[src/sram_pkg.sv]
package sram_pkg;

	localparam int MaxBlockBytes = 29;
	localparam int BurstBytes    = MaxBlockBytes + 5;
	localparam int BufAw         = $clog2(MaxBlockBytes);
	localparam int NumCfgRegs    = 2;

	localparam logic [1:0] OP_START = 2'd0;
	localparam logic [1:0] OP_LOAD  = 2'd1;
	localparam logic [1:0] OP_BYTE  = 2'd2;
	localparam logic [1:0] OP_TICK  = 2'd3;

	localparam logic [1:0] KIND_TX   = 2'd0;
	localparam logic [1:0] KIND_DONE = 2'd1;
	localparam logic [1:0] KIND_MBRD = 2'd2;

	localparam logic [0:0] CFG_SYNC_TIMEOUT  = 1'b0;
	localparam logic [0:0] CFG_REPLY_TIMEOUT = 1'b1;

	localparam logic [7:0] BYTE_FF   = 8'hff;
	localparam logic [7:0] BYTE_SYNC = 8'haa;
	localparam logic [7:0] BYTE_ALT  = 8'h55;
	localparam logic [7:0] BYTE_ACK  = 8'h06;
	localparam logic [7:0] WrongMax  = 8'd200;
	localparam logic [3:0] TmoMax    = 4'd10;

	// one queued input beat
	typedef struct packed {
		logic [1:0]  operation;
		logic [2:0]  opcode;
		logic [9:0]  address;
		logic [4:0]  length;
		logic [31:0] write_value;
		logic [4:0]  buffer_index;
		logic [7:0]  buffer_byte;
		logic [7:0]  rx_byte;
	} item_t;

	typedef struct packed {
		logic [1:0]  kind;
		logic [7:0]  byte_out;
		logic        ok;
		logic [31:0] read_value;
		logic [4:0]  read_count;
		logic        last;
	} result_t;

endpackage

[src/serial_register_access_master.sv]
// A transmit or completion beat is registered from the emit state set when the
// input beat is accepted; a multibyte read data beat is registered directly from it.
// One result beat per cycle while pop keeps the output moving; the engine takes no
// new item until its last result is emitted (longest: 34 bytes 0xFF then 0xAA).
// A two-entry input queue accepts beats while the engine is busy.
// Reset (arst_n low, asynchronous) clears control state; the write buffer
// holds no reset value.
module serial_register_access_master (
	input  logic        clk,
	input  logic        arst_n,
	input  logic        push,
	output logic        full,
	input  logic [1:0]  operation,
	input  logic [2:0]  opcode,
	input  logic [9:0]  address,
	input  logic [4:0]  length,
	input  logic [31:0] write_value,
	input  logic [4:0]  buffer_index,
	input  logic [7:0]  buffer_byte,
	input  logic [7:0]  rx_byte,
	output logic        empty,
	input  logic        pop,
	output logic [1:0]  kind,
	output logic [7:0]  byte_out,
	output logic        ok,
	output logic [31:0] read_value,
	output logic [4:0]  read_count,
	output logic        last,
	input  logic        cfg_valid,
	output logic        cfg_ready,
	input  logic [0:0]  cfg_index,
	input  logic [15:0] cfg_data
);
	sram_pkg::item_t   in_item, item;
	sram_pkg::result_t res;
	logic item_valid, item_take, res_valid;

	assign in_item = '{operation, opcode, address, length, write_value,
	                   buffer_index, buffer_byte, rx_byte};

	sram_front u_front (.clk, .arst_n, .push, .full, .in_item,
		.item_valid, .item_take, .item);

	sram_engine u_engine (.clk, .arst_n, .item_valid, .item_take, .item,
		.cfg_valid, .cfg_ready, .cfg_index, .cfg_data,
		.res_valid, .res_ready(pop), .res);

	assign empty      = !res_valid;
	assign kind       = res.kind;
	assign byte_out   = res.byte_out;
	assign ok         = res.ok;
	assign read_value = res.read_value;
	assign read_count = res.read_count;
	assign last       = res.last;
endmodule

[src/sram_front.sv]
// Input queue: takes beats, holds them until the engine is free.
module sram_front (
	input  logic                clk,
	input  logic                arst_n,
	input  logic                push,
	output logic                full,
	input  sram_pkg::item_t     in_item,
	output logic                item_valid,
	input  logic                item_take,
	output sram_pkg::item_t     item
);
	sram_pkg::item_t mem_q [2];
	logic       wp_q, rp_q;
	logic [1:0] cnt_q;

	assign full       = cnt_q == 2'd2;
	assign item_valid = cnt_q != 2'd0;
	assign item       = mem_q[rp_q];

	always_ff @(posedge clk) begin
		if (push && !full) mem_q[wp_q] <= in_item;
	end

	always_ff @(posedge clk or negedge arst_n) begin
		if (!arst_n) begin
			wp_q <= 1'b0; rp_q <= 1'b0; cnt_q <= 2'd0;
		end else begin
			if (push && !full) wp_q <= ~wp_q;
			if (item_take && item_valid) rp_q <= ~rp_q;
			cnt_q <= cnt_q + 2'(push && !full) - 2'(item_take && item_valid);
		end
	end
endmodule

[src/sram_engine.sv]
// Protocol engine: one item at a time, emits one result per cycle while res_ready allows.
module sram_engine (
	input  logic                clk,
	input  logic                arst_n,
	input  logic                item_valid,
	output logic                item_take,
	input  sram_pkg::item_t     item,
	input  logic                cfg_valid,
	output logic                cfg_ready,
	input  logic [0:0]          cfg_index,
	input  logic [15:0]         cfg_data,
	output logic                res_valid,
	input  logic                res_ready,
	output sram_pkg::result_t   res
);
	typedef enum logic [2:0] {
		PH_IDLE, PH_SYNC, PH_REPLY, PH_DATA, PH_MBLEN, PH_MBDATA
	} phase_t;

	typedef enum logic [2:0] {
		EM_NONE, EM_BURST, EM_AA, EM_HDR0, EM_HDR1, EM_LEN, EM_DATA, EM_DONE
	} emit_t;

	phase_t phase_q;
	emit_t  em_q;
	logic   synced_q, burst_q;
	logic [3:0]  tmo_q;
	logic [7:0]  wrong_q;
	logic [15:0] timer_q, sync_to_q, reply_to_q;
	logic [2:0]  opc_q;
	logic [9:0]  addr_q;
	logic [4:0]  plen_q, bcnt_q;
	logic [5:0]  ecnt_q;
	logic [31:0] shift_q;
	logic [7:0]  wbuf [sram_pkg::MaxBlockBytes];
	logic [7:0]  rd_q;
	logic [4:0]  rd_addr;
	logic        done_ok_q;
	logic [31:0] done_val_q;
	logic [4:0]  done_cnt_q;

	assign cfg_ready = 1'b1;
	// the last beat of an item may leave while the next item is taken
	assign item_take = em_q == EM_NONE && (!res_valid || res_ready);

	// buffer read address runs one entry ahead of the data beat, so rd_q holds it in time
	assign rd_addr = (em_q == EM_DATA && (!res_valid || res_ready)) ?
	                 5'(ecnt_q + 6'd1) : ecnt_q[4:0];

	always_ff @(posedge clk) begin
		if (item_take && item_valid && item.operation == sram_pkg::OP_LOAD &&
		    item.buffer_index < 5'(sram_pkg::MaxBlockBytes))
			wbuf[item.buffer_index[sram_pkg::BufAw-1:0]] <= item.buffer_byte;
		rd_q <= wbuf[rd_addr[sram_pkg::BufAw-1:0]];
	end

	logic [15:0] lim, tnext;
	logic        expired;
	always_comb begin
		lim = (phase_q == PH_SYNC) ? sync_to_q : reply_to_q;
		if (lim == 16'd0) lim = 16'd1;
		tnext   = timer_q + 16'd1;
		expired = tnext >= lim;
	end

	logic [2:0] width;
	assign width = opc_q == 3'd0 ? 3'd1 : (opc_q == 3'd1 ? 3'd2 : 3'd4);
	logic [7:0] fail_val;
	assign fail_val = opc_q < 3'd3 ? 8'hff : 8'h00;

	always_ff @(posedge clk or negedge arst_n) begin
		if (!arst_n) begin
			phase_q <= PH_IDLE; em_q <= EM_NONE; synced_q <= 1'b0; burst_q <= 1'b1;
			tmo_q <= '0; wrong_q <= '0; timer_q <= '0; opc_q <= '0; addr_q <= '0;
			plen_q <= '0; bcnt_q <= '0; ecnt_q <= '0; shift_q <= '0;
			sync_to_q <= 16'd250; reply_to_q <= 16'd5000;
			res_valid <= 1'b0; res <= '0;
			done_ok_q <= 1'b0; done_val_q <= '0; done_cnt_q <= '0;
		end else begin
			if (cfg_valid) begin
				if (cfg_index == sram_pkg::CFG_SYNC_TIMEOUT) sync_to_q <= cfg_data;
				else reply_to_q <= cfg_data;
			end
			if (res_valid && res_ready) res_valid <= 1'b0;
			if (em_q != EM_NONE && (!res_valid || res_ready)) begin
				res_valid <= 1'b1;
				res <= '0;
				res.kind <= sram_pkg::KIND_TX;
				case (em_q)
				EM_BURST: begin
					res.byte_out <= sram_pkg::BYTE_FF;
					ecnt_q <= ecnt_q + 6'd1;
					if (ecnt_q == 6'(sram_pkg::BurstBytes - 1)) em_q <= EM_AA;
				end
				EM_AA: begin
					res.byte_out <= sram_pkg::BYTE_SYNC;
					res.last <= 1'b1;
					em_q <= EM_NONE;
				end
				EM_HDR0: begin
					res.byte_out <= {3'b000, opc_q, addr_q[9:8]};
					em_q <= EM_HDR1;
				end
				EM_HDR1: begin
					res.byte_out <= addr_q[7:0];
					ecnt_q <= '0;
					if (opc_q == 3'd7) em_q <= EM_LEN;
					else if (opc_q >= 3'd4) em_q <= EM_DATA;
					else begin res.last <= 1'b1; em_q <= EM_NONE; end
				end
				EM_LEN: begin
					res.byte_out <= {3'b000, plen_q};
					if (plen_q == 5'd0) begin res.last <= 1'b1; em_q <= EM_NONE; end
					else em_q <= EM_DATA;
				end
				EM_DATA: begin
					res.byte_out <= (opc_q == 3'd7) ? rd_q : shift_q[7:0];
					shift_q <= shift_q >> 8;
					ecnt_q <= ecnt_q + 6'd1;
					if (ecnt_q + 6'd1 >= {1'b0, plen_q}) begin
						res.last <= 1'b1; em_q <= EM_NONE;
					end
				end
				default: begin
					res.kind <= sram_pkg::KIND_DONE;
					res.ok <= done_ok_q;
					res.read_value <= done_val_q;
					res.read_count <= done_cnt_q;
					res.last <= 1'b1;
					em_q <= EM_NONE;
				end
				endcase
			end

			if (item_take && item_valid) begin
				case (item.operation)
				sram_pkg::OP_START: if (phase_q == PH_IDLE) begin
					opc_q <= item.opcode; addr_q <= item.address;
					shift_q <= (item.opcode >= 3'd4 && item.opcode != 3'd7) ?
					           item.write_value : 32'd0;
					case (item.opcode)
					3'd4: plen_q <= 5'd1;
					3'd5: plen_q <= 5'd2;
					3'd6: plen_q <= 5'd4;
					3'd7: plen_q <= item.length > 5'(sram_pkg::MaxBlockBytes) ?
					                5'(sram_pkg::MaxBlockBytes) : item.length;
					default: plen_q <= 5'd0;
					endcase
					timer_q <= '0;
					if (synced_q) begin
						phase_q <= PH_REPLY; em_q <= EM_HDR0;
					end else begin
						phase_q <= PH_SYNC; tmo_q <= '0; wrong_q <= '0; ecnt_q <= '0;
						em_q <= burst_q ? EM_BURST : EM_AA;
						burst_q <= 1'b0;
					end
				end
				sram_pkg::OP_BYTE: if (phase_q != PH_IDLE) begin
					timer_q <= '0;
					case (phase_q)
					PH_SYNC:
						if (item.rx_byte == sram_pkg::BYTE_SYNC ||
						    item.rx_byte == sram_pkg::BYTE_ALT) begin
							synced_q <= 1'b1; phase_q <= PH_REPLY; em_q <= EM_HDR0;
						end else begin
							wrong_q <= wrong_q + 8'd1;
							if (wrong_q + 8'd1 > sram_pkg::WrongMax) begin
								phase_q <= PH_IDLE; em_q <= EM_DONE; done_ok_q <= 1'b0;
								done_val_q <= {24'd0, fail_val}; done_cnt_q <= '0;
							end
						end
					PH_REPLY: begin
						done_cnt_q <= '0;
						if (item.rx_byte != sram_pkg::BYTE_ACK) begin
							if (item.rx_byte == sram_pkg::BYTE_FF) synced_q <= 1'b0;
							phase_q <= PH_IDLE; em_q <= EM_DONE; done_ok_q <= 1'b0;
							done_val_q <= {24'd0, fail_val};
						end else if (opc_q >= 3'd4) begin
							phase_q <= PH_IDLE; em_q <= EM_DONE; done_ok_q <= 1'b1;
							done_val_q <= '0;
						end else if (opc_q == 3'd3) phase_q <= PH_MBLEN;
						else begin
							phase_q <= PH_DATA; bcnt_q <= '0; shift_q <= '0;
						end
					end
					PH_DATA: begin
						bcnt_q <= bcnt_q + 5'd1;
						if (bcnt_q + 5'd1 >= {2'b00, width}) begin
							phase_q <= PH_IDLE; em_q <= EM_DONE; done_ok_q <= 1'b1;
							done_cnt_q <= '0;
							done_val_q <= shift_q | ({24'd0, item.rx_byte} << {bcnt_q[1:0], 3'b000});
						end else
							shift_q <= shift_q | ({24'd0, item.rx_byte} << {bcnt_q[1:0], 3'b000});
					end
					PH_MBLEN: begin
						done_val_q <= '0; done_cnt_q <= '0;
						if (item.rx_byte > 8'(sram_pkg::MaxBlockBytes)) begin
							phase_q <= PH_IDLE; em_q <= EM_DONE; done_ok_q <= 1'b0;
						end else if (item.rx_byte == 8'd0) begin
							phase_q <= PH_IDLE; em_q <= EM_DONE; done_ok_q <= 1'b1;
						end else begin
							plen_q <= item.rx_byte[4:0]; bcnt_q <= '0; phase_q <= PH_MBDATA;
						end
					end
					default: begin
						res_valid <= 1'b1;
						res <= '0;
						res.kind <= sram_pkg::KIND_MBRD;
						res.byte_out <= item.rx_byte;
						bcnt_q <= bcnt_q + 5'd1;
						if (bcnt_q + 5'd1 >= plen_q) begin
							phase_q <= PH_IDLE; em_q <= EM_DONE; done_ok_q <= 1'b1;
							done_val_q <= '0; done_cnt_q <= plen_q;
						end else res.last <= 1'b1;
					end
					endcase
				end
				sram_pkg::OP_TICK: if (phase_q != PH_IDLE) begin
					timer_q <= expired ? 16'd0 : tnext;
					if (expired) begin
						done_ok_q <= 1'b0; done_cnt_q <= '0;
						case (phase_q)
						PH_SYNC: begin
							tmo_q <= tmo_q + 4'd1;
							wrong_q <= wrong_q + 8'd1;
							if (tmo_q + 4'd1 > sram_pkg::TmoMax ||
							    wrong_q + 8'd1 > sram_pkg::WrongMax) begin
								phase_q <= PH_IDLE; em_q <= EM_DONE;
								done_val_q <= {24'd0, fail_val};
							end
						end
						PH_REPLY: begin
							synced_q <= 1'b0; phase_q <= PH_IDLE; em_q <= EM_DONE;
							done_val_q <= {24'd0, fail_val};
						end
						PH_DATA: begin
							phase_q <= PH_IDLE; em_q <= EM_DONE;
							done_val_q <= opc_q == 3'd0 ? 32'hff :
							              (opc_q == 3'd1 ? 32'hffff : 32'hffffffff);
						end
						PH_MBLEN: begin
							phase_q <= PH_IDLE; em_q <= EM_DONE; done_val_q <= '0;
						end
						default: begin
							phase_q <= PH_IDLE; em_q <= EM_DONE; done_val_q <= '0;
							done_cnt_q <= plen_q;
						end
						endcase
					end
				end
				default: ;
				endcase
			end
		end
	end

	ap_take_idle: assert property (@(posedge clk) disable iff (!arst_n)
		item_take |-> em_q == EM_NONE) else $error("take while emitting");
	ap_hold: assert property (@(posedge clk) disable iff (!arst_n)
		res_valid && !res_ready |=> res_valid) else $error("result dropped");
	ap_burst_once: assert property (@(posedge clk) disable iff (!arst_n)
		em_q == EM_BURST |-> !burst_q) else $error("burst repeated");
endmodule

[config.mk]
export PLATFORM = sky130hd
export DESIGN_NAME = serial_register_access_master
export DESIGN_NICKNAME = d
export VERILOG_FILES = /design/src/sram_pkg.sv /design/src/serial_register_access_master.sv /design/src/sram_front.sv /design/src/sram_engine.sv
export SDC_FILE = /design/constraint.sdc
export NUM_CORES = 1
export LEC_CHECK = 0
export BUFFER_PORTS_ARGS = -buffer_cell sky130_fd_sc_hd__buf_2
export CAP_MARGIN = 30
export CORE_ASPECT_RATIO = 0.6
export CORE_MARGIN = 1.5
export CORE_UTILIZATION = 30
export DETAILED_ROUTE_END_ITERATION = 16
export SLEW_MARGIN = 20
export SYNTH_ARGS = -nofsm -noshare
export SYNTH_HDL_FRONTEND = slang
export SYNTH_SLANG_ARGS = --single-unit
[constraint.sdc]
create_clock -name clk -period 4.79 [get_ports clk]
set_input_delay 0.2395 -clock clk [delete_from_list [all_inputs] [get_ports clk]]
set_output_delay 0.2395 -clock clk [all_outputs]
set_load 0.01 [all_outputs]
# ---- Yosys cells after proc, flatten, opt, wreduce, memory -nomap -nowiden
# Memory sizes are Yosys's and may differ from the RTL's. A register that Yosys moved wholly into a read port is not among the register bits.
# Cells that the tools add are included.
dict set report totals {
  ff_bits 221
  mem_bits_rw 378
  in_bits 95
  out_inout_bits 52
  wordCells 334
  n_memories 2
}
# name words width read_ports rd_ports_with_merged_regs wr line
set memory_table {}
lappend memory_table {u_engine.wbuf 29 8 1 1 1 sram_engine.sv:35} ;# logic [7:0] wbuf [sram_pkg::MaxBlockBytes];
lappend memory_table {u_front.mem_q 2 73 1 0 1 sram_front.sv:12} ;# sram_pkg::item_t mem_q [2];
dict set report op_classes {
  n_addsub 7
  order_cmp 12
  eq_ne 57
  shifts 1
  muxes 174
  bitwise 6
  n_reduce_logical 47
}
# cell n
set op_table {}
lappend op_table {{$mux W32} 22}
lappend op_table {{$mux W49} 5}
lappend op_table {{$pmux W32 S2} 3}
lappend op_table {{$pmux W32 S4} 1}
lappend op_table {{$mux W3} 39}
lappend op_table {{$mux W5} 20}
lappend op_table {{$mux W16} 6}
lappend op_table {{$pmux W32 S3} 1}
lappend op_table {{$mux W8} 10}
lappend op_table {{$pmux W16 S3} 1}
lappend op_table {{$pmux W8 S6} 1}
lappend op_table {{$mux W38} 1}
lappend op_table {{$mux W1} 34}
lappend op_table {{$or A32 B32 Y32} 1}
lappend op_table {{$shl A8 B5 Y32} 1}
lappend op_table {{$mux W6} 5}
lappend op_table {{$pmux W5 S3} 2}
lappend op_table {{$reduce_and A10 Y1} 3}
lappend op_table {{$eq A3 B3 Y1 const B} 9}
lappend op_table {{$pmux W3 S4} 2}
lappend op_table {{$pmux W8 S3} 1}
lappend op_table {{$reduce_and A11 Y1} 2}
lappend op_table {{$mux W4} 5}
lappend op_table {{$pmux W5 S2} 2}
lappend op_table {{other kinds (63)} 127}

# ---- Longest topological paths before layout
dict set report logic_depth {
  ltp_word 11
  depth_mapped 18
}

# ---- By module
# A second synthesis with hierarchy kept.
dict set report hier_totals {
  cells_unflattened 2192
  hier_area_um2 27869.2
}
# module n_inst cells_per_inst area_per_inst_um2 seq_area_each_um2
set by_module_without_submodules {}
lappend by_module_without_submodules {sram_engine 1 1946 22147.5 12572.1}
lappend by_module_without_submodules {sram_front 1 245 5718.0 4484.3}
lappend by_module_without_submodules {serial_register_access_master 1 1 3.8 0.0}

# ---- Worst setup path after synthesis
# No wires, ideal clock.
dict set report synth_path {
  path_type {reg2reg}
  from {reg u_engine.phase_q[1]}
  to {reg u_engine.done_val_q[10]}
  arrival_time_ps 4333
  t_required_ps 4665
  slack_ps 332
  path_stages_with_launch 19
  n_path_buf 3
  period_less_slack_ps 4458
  cell_sequence {dfrtp_1 -> clkbuf_1 -> nand2b_1 -> nor2_1 -> buf_2 -> mux2i_1 -> nand4_1 -> or4_1 -> nand3_1 -> ha_1 -> nor2b_1 -> o21ai_0 -> a311o_1 -> a211oi_2 -> nand2_1 -> nand3_4 -> nor2_8 -> buf_12 -> mux2_4}
}
dict set report synth_via {
  elab_chain_cells 7
}
# item line
set synth_rtl {}
lappend synth_rtl {{from (decl)} sram_engine.sv:24} ;# phase_t phase_q;
lappend synth_rtl {{from (signal assigned)} sram_engine.sv:73} ;# phase_q <= PH_IDLE; em_q <= EM_NONE; synced_q <= 1'b0; burst_q <= 1'b1;
lappend synth_rtl {{from (signal assigned)} sram_engine.sv:151} ;# phase_q <= PH_REPLY; em_q <= EM_HDR0;
lappend synth_rtl {{from (signal assigned)} sram_engine.sv:153} ;# phase_q <= PH_SYNC; tmo_q <= '0; wrong_q <= '0; ecnt_q <= '0;
lappend synth_rtl {{$eq A3 B1 Y1} {sram_engine.sv:60, sram_engine.sv:160, sram_engine.sv:222}}
lappend synth_rtl {{$mux W16} sram_engine.sv:60} ;# lim = (phase_q == PH_SYNC) ? sync_to_q : reply_to_q;
lappend synth_rtl {{$logic_not A16 Y1} sram_engine.sv:61} ;# if (lim == 16'd0) lim = 16'd1;
lappend synth_rtl {{$mux W16} sram_engine.sv:61}
lappend synth_rtl {{$ge A16 B16 Y1} sram_engine.sv:63} ;# expired = tnext >= lim;
lappend synth_rtl {{$ne A2 B1 Y1 (no line)} -}
lappend synth_rtl {{$reduce_and A11 Y1 (no line)} -}
lappend synth_rtl {{to (signal assigned)} sram_engine.sv:177} ;# done_val_q <= {24'd0, fail_val};
lappend synth_rtl {{to (signal assigned)} sram_engine.sv:191} ;# done_val_q <= shift_q | ({24'd0, item.rx_byte} << {bcnt_q[1:0], 3'b000});
lappend synth_rtl {{to (signal assigned)} sram_engine.sv:229} ;# done_val_q <= {24'd0, fail_val};
lappend synth_rtl {{to (decl)} sram_engine.sv:39} ;# logic [31:0] done_val_q;
# Parallel ways exist; a longest one is shown, timed or not. The select of a mux whose other input is x is not followed.
# A chain may end at the register's enable or synchronous reset.

# ---- Worst setup path in the final report
dict set report layout_path {
  from {reg u_engine.phase_q[1]}
  to {reg u_engine.done_val_q[0]}
}
# Same word-level chain as after synthesis.

==> flow_summary.ini <==
[global_route]
grt_first_pass_wirelength_mm = 117
grt_overflow_total = 0
globalRouteTotalUtil = 0.165
grt_antenna_before_repair = 7
first_global_vias = 18517
grt_max_degree = 141

[floorplan]
initial_utilization = 0.304
rows = 85
die_height_um = 237
die_area_mm2 = 0.0930
die_x_um = 393
design.portCount = 147
core_area_mm2 = 0.0900

[timing]
timing_worst_slew_pin_value_ns = 1.02
layout_worst_path_cycle_share = 0.898
postLayoutSetupSlackWorst_ns = 0.490
period_minus_slack_ns = 4.30
setup_tns_ns = 0
clock.fmax_mhz = 233
fin_worst_hold_slack_ns = 0.212
finalSetupViolCount = 0
drv_slew = 0
report.final.hold_viol_count = 0
grt_setup_unrepaired = no
worst_clock_skew_on_the_final_layout_ns = 0.0388
maxSlewHeadroom = 0.315

[place]
place_hpwl_mm = 55.3
globalplace.congestion = 0.948
postPlaceCellArea_mm2 = 0.0297
count_of_port_buffers_added_during_placement = 145
pre_cts_slack_ns = 0.513

[run]
cap_violations = 0

[clocking]
max-clock-path-buffers = 3
cts_buffers = 57
worst_setup_hold_path_clk_slew_ns = 0.06
tritoncts_clock_tree = built
clock-root-buffer = sky130_fd_sc_hd__clkbuf_16
worst_skew_pair.late_latency_ns = 0.64
clock_tree.htree_level_count = 2
clock_sink_count = 607

[setup_path]
worstRegToRegCells = 16
regToRegStartpoint = u_engine.phase_q[1]
arrival_time_worst_endpoint_ns = 4.82
r2r_end = u_engine.done_val_q[0]
worstSetupStartpointType = flop
worst_setup_path_startpoint = u_engine.phase_q[1]
critPathMaxFanout = 32
crit_path_max_incr_delay_ns = 0.65
required_ns = 5.31
cp_top_family = simple AND/OR/NAND/NOR gates
worstSetupEndpoint = u_engine.done_val_q[0]
critPathBufInv = 1
reg2reg_setup_slack_ns = 0.49
endpoint_kind = flop
path_cells = nand2b_1, nor2_2, buf_12, mux2i_1, nand4_1, or4_1, nand3_1, ha_1, nor2b_1, o21ai_0, a311o_1, a211oi_2, nand2_1, nand3_4, nor2_8, mux2_1
critPathSlowestCell = sky130_fd_sc_hd__nor2_8
worst-setup-path-type = reg -> reg
worst-path-stages = 16

[power_and_ir_drop]
comb_power_share = 0.340
clock_power_share = 0.256
switching_share = 0.369
switching_power_mw = 6.69
vdd_drop_max_v = 0.000318
seqPwrFrac = 0.404
cellPowerDensity_mw_per_mm2 = 557
intPower_mw = 11.5
power.static_leakage_nw = 12.5

[synth]
postSynth.asyncResetShare = 0.364
synth_seq_area_share = 0.624
syn-num-nets = 2262
mappedNetlistArea_mm2 = 0.0273
number_of_enable_type_register_cells_in_the_synthesized_netlist = 378
yosys_warnings = 0
yosys_register_bits = 607
ys.flop_type = sky130_fd_sc_hd__edfxtp_1
synthesis.area_per_instance_um2 = 12.8
synth_cell_types = 87
synth_cells = 2128

[finish]
final_core_util = 0.362
area_growth_syn_to_layout_pct = 19.2
register_area_mm2 = 0.0171
final_layout_size_suffix_gt1_frac = 0.197
area_of_the_multi_input_gates_mm2 = 0.00966
fin_area_mm2 = 0.0326
nNetsFinal = 2518
fill_cells = 8670

[detailed_routing]
vias_per_cell = 5.23
wl_per_cell_um = 21.4
dr_total_vias = 19093
total_drc_errors_in_the_routed_layout = 0
drt_pass1_iterations = 5
route.antenna.remaining_nets = 0
drt-initial-drc-count = 2131
postRouteWirelength_mm = 78.1

[outcome]
run_status = finished clean

[worst_hold_path]
type_of_the_tightest_min_delay_check = in -> async
layer usage:
metal,global-route usage,vias up,share of wire
met5,0,-,0.00029
met4,0.0363,4,0.017
met3,0.0397,100,0.092
met2,0.225,899,0.41
met1,0.259,9561,0.48
li1,-,8529,-
logic make-up after synthesis:
logic type / after synthesis / share of synthesized area
XOR/XNOR: 39 / 0.0128
multiplexers: 238 / 0.112
AND/OR/NAND/NOR: 587 / 0.0977
AO/OA/AOI/OAI: 471 / 0.111
flip-flops: 607 / 0.624
adder cells (fa/ha/maj): 39 / 0.0179
other: 1 / 0.000137
buffers and inverters: 146 / 0.0244
stage by stage:
| stage | instances | power (mW) |
|---|---|---|
| 2_1_floorplan | 2128 | 11.2 |
| 3_3_place_gp | 3447 | 13.2 |
| 3_5_place_dp | 3450 | 13.4 |
| 4_1_cts | 3647 | 18.1 |
| 5_1_grt | 3650 | 19.0 |
| 6_report | 3652 | 18.2 |
worst min path at each step:
stage	endpoint	cells past startpoint	start	slack, ns
2_1_floorplan	u_engine.addr_q[0]	0	arst_n	-0.06
3_3_place_gp	u_engine.sync_to_q[12]	1	arst_n	0.27
5_1_grt	u_engine.sync_to_q[4]	4	cfg_index	0.20
6_report	u_engine.reply_to_q[14]	2	arst_n	0.21
3_5_place_dp	u_engine.reply_to_q[14]	1	arst_n	0.29
4_1_cts	u_engine.sync_to_q[11]	4	cfg_index	0.18
layout make-up:
cell class,count,share of cell area
clock inverter,27,0.00841
timing repair buffer,311,0.0704
tap,1218,0.0468
inverter,32,0.00369
clock buffer,79,0.0504
antenna,3,0.000230
multi-input combinational,1375,0.296
sequential,607,0.524
power by group through the flow:
stage	clock network [mW]	logic (mW)	registers, mW
2_1_floorplan	0	4.05	7.12
3_3_place_gp	0	5.81	7.40
3_5_place_dp	0	5.99	7.42
4_1_cts	4.75	6.07	7.32
5_1_grt	4.96	6.61	7.41
6_report	4.64	6.18	7.34
registers in the layout, indices dropped and copies added (netlist names), 6 cells and up:
| register | cells |
|---|---|
| u_engine.shift_q | 32 |
| u_engine.reply_to_q | 16 |
| u_engine.done_val_q | 32 |
| u_engine.wrong_q | 8 |
| u_engine.addr_q | 10 |
| u_engine.timer_q | 16 |
| u_front.mem_q | 146 |
| u_engine.rd_q | 8 |
| u_engine.sync_to_q | 16 |
| u_engine.wbuf | 232 |
| u_engine.ecnt_q | 6 |
| u_engine.res | 49 |
cell usage after synthesis, drive strengths merged, types with 43 or more instances:
master,instances,area share
dfrtp,209,0.19
o21ai,126,0.023
mux2,90,0.041
a22oi,52,0.014
a21oi,113,0.021
o22ai,46,0.011
edfxtp,378,0.42
mux2i,111,0.041
buf,43,0.010
nand2,191,0.026
clkbuf,71,0.0098
nor2,205,0.029
nand3,57,0.011
repair_timing:
action	4_1_cts	5_1_grt
hold buffers	91	0
setup buffers	0	0
gates resized for setup	0	0
endpoints found under the hold margin	252	0
worst reg2reg max path, stage by stage (launching register included):
cell and delay, ns:
sky130_fd_sc_hd__dfrtp_1 0.38, sky130_fd_sc_hd__nand2b_1 0.23, sky130_fd_sc_hd__nor2_2 0.17, sky130_fd_sc_hd__buf_12 0.22, sky130_fd_sc_hd__mux2i_1 0.35, sky130_fd_sc_hd__nand4_1 0.12, sky130_fd_sc_hd__or4_1 0.56, sky130_fd_sc_hd__nand3_1 0.09
sky130_fd_sc_hd__ha_1 0.12, sky130_fd_sc_hd__nor2b_1 0.04, sky130_fd_sc_hd__o21ai_0 0.16, sky130_fd_sc_hd__a311o_1 0.21, sky130_fd_sc_hd__a211oi_2 0.09, sky130_fd_sc_hd__nand2_1 0.22, sky130_fd_sc_hd__nand3_4 0.18, sky130_fd_sc_hd__nor2_8 0.65
sky130_fd_sc_hd__mux2_1 0.41
placed cells by master, fill, tap and decap left out, types with 15 or more instances in the layout:
cell / count
sky130_fd_sc_hd__a21oi_1: 112
sky130_fd_sc_hd__a22oi_1: 52
sky130_fd_sc_hd__buf_2: 144
sky130_fd_sc_hd__buf_4: 68
sky130_fd_sc_hd__clkbuf_16: 59
sky130_fd_sc_hd__dfrtp_1: 208
sky130_fd_sc_hd__dlygate4sd3_1: 91
sky130_fd_sc_hd__edfxtp_1: 378
sky130_fd_sc_hd__ha_1: 39
sky130_fd_sc_hd__inv_1: 32
sky130_fd_sc_hd__mux2_2: 58
sky130_fd_sc_hd__mux2_4: 30
sky130_fd_sc_hd__mux2i_1: 111
sky130_fd_sc_hd__mux4_2: 37
sky130_fd_sc_hd__nand2_1: 191
sky130_fd_sc_hd__nand2b_1: 18
sky130_fd_sc_hd__nand3_1: 56
sky130_fd_sc_hd__nor2_1: 196
sky130_fd_sc_hd__nor2b_1: 15
sky130_fd_sc_hd__nor3_1: 23
sky130_fd_sc_hd__o21ai_0: 123
sky130_fd_sc_hd__o22ai_1: 46
sky130_fd_sc_hd__xnor2_1: 22
sky130_fd_sc_hd__xor2_1: 15
Power figures use the tool's default switching activity.
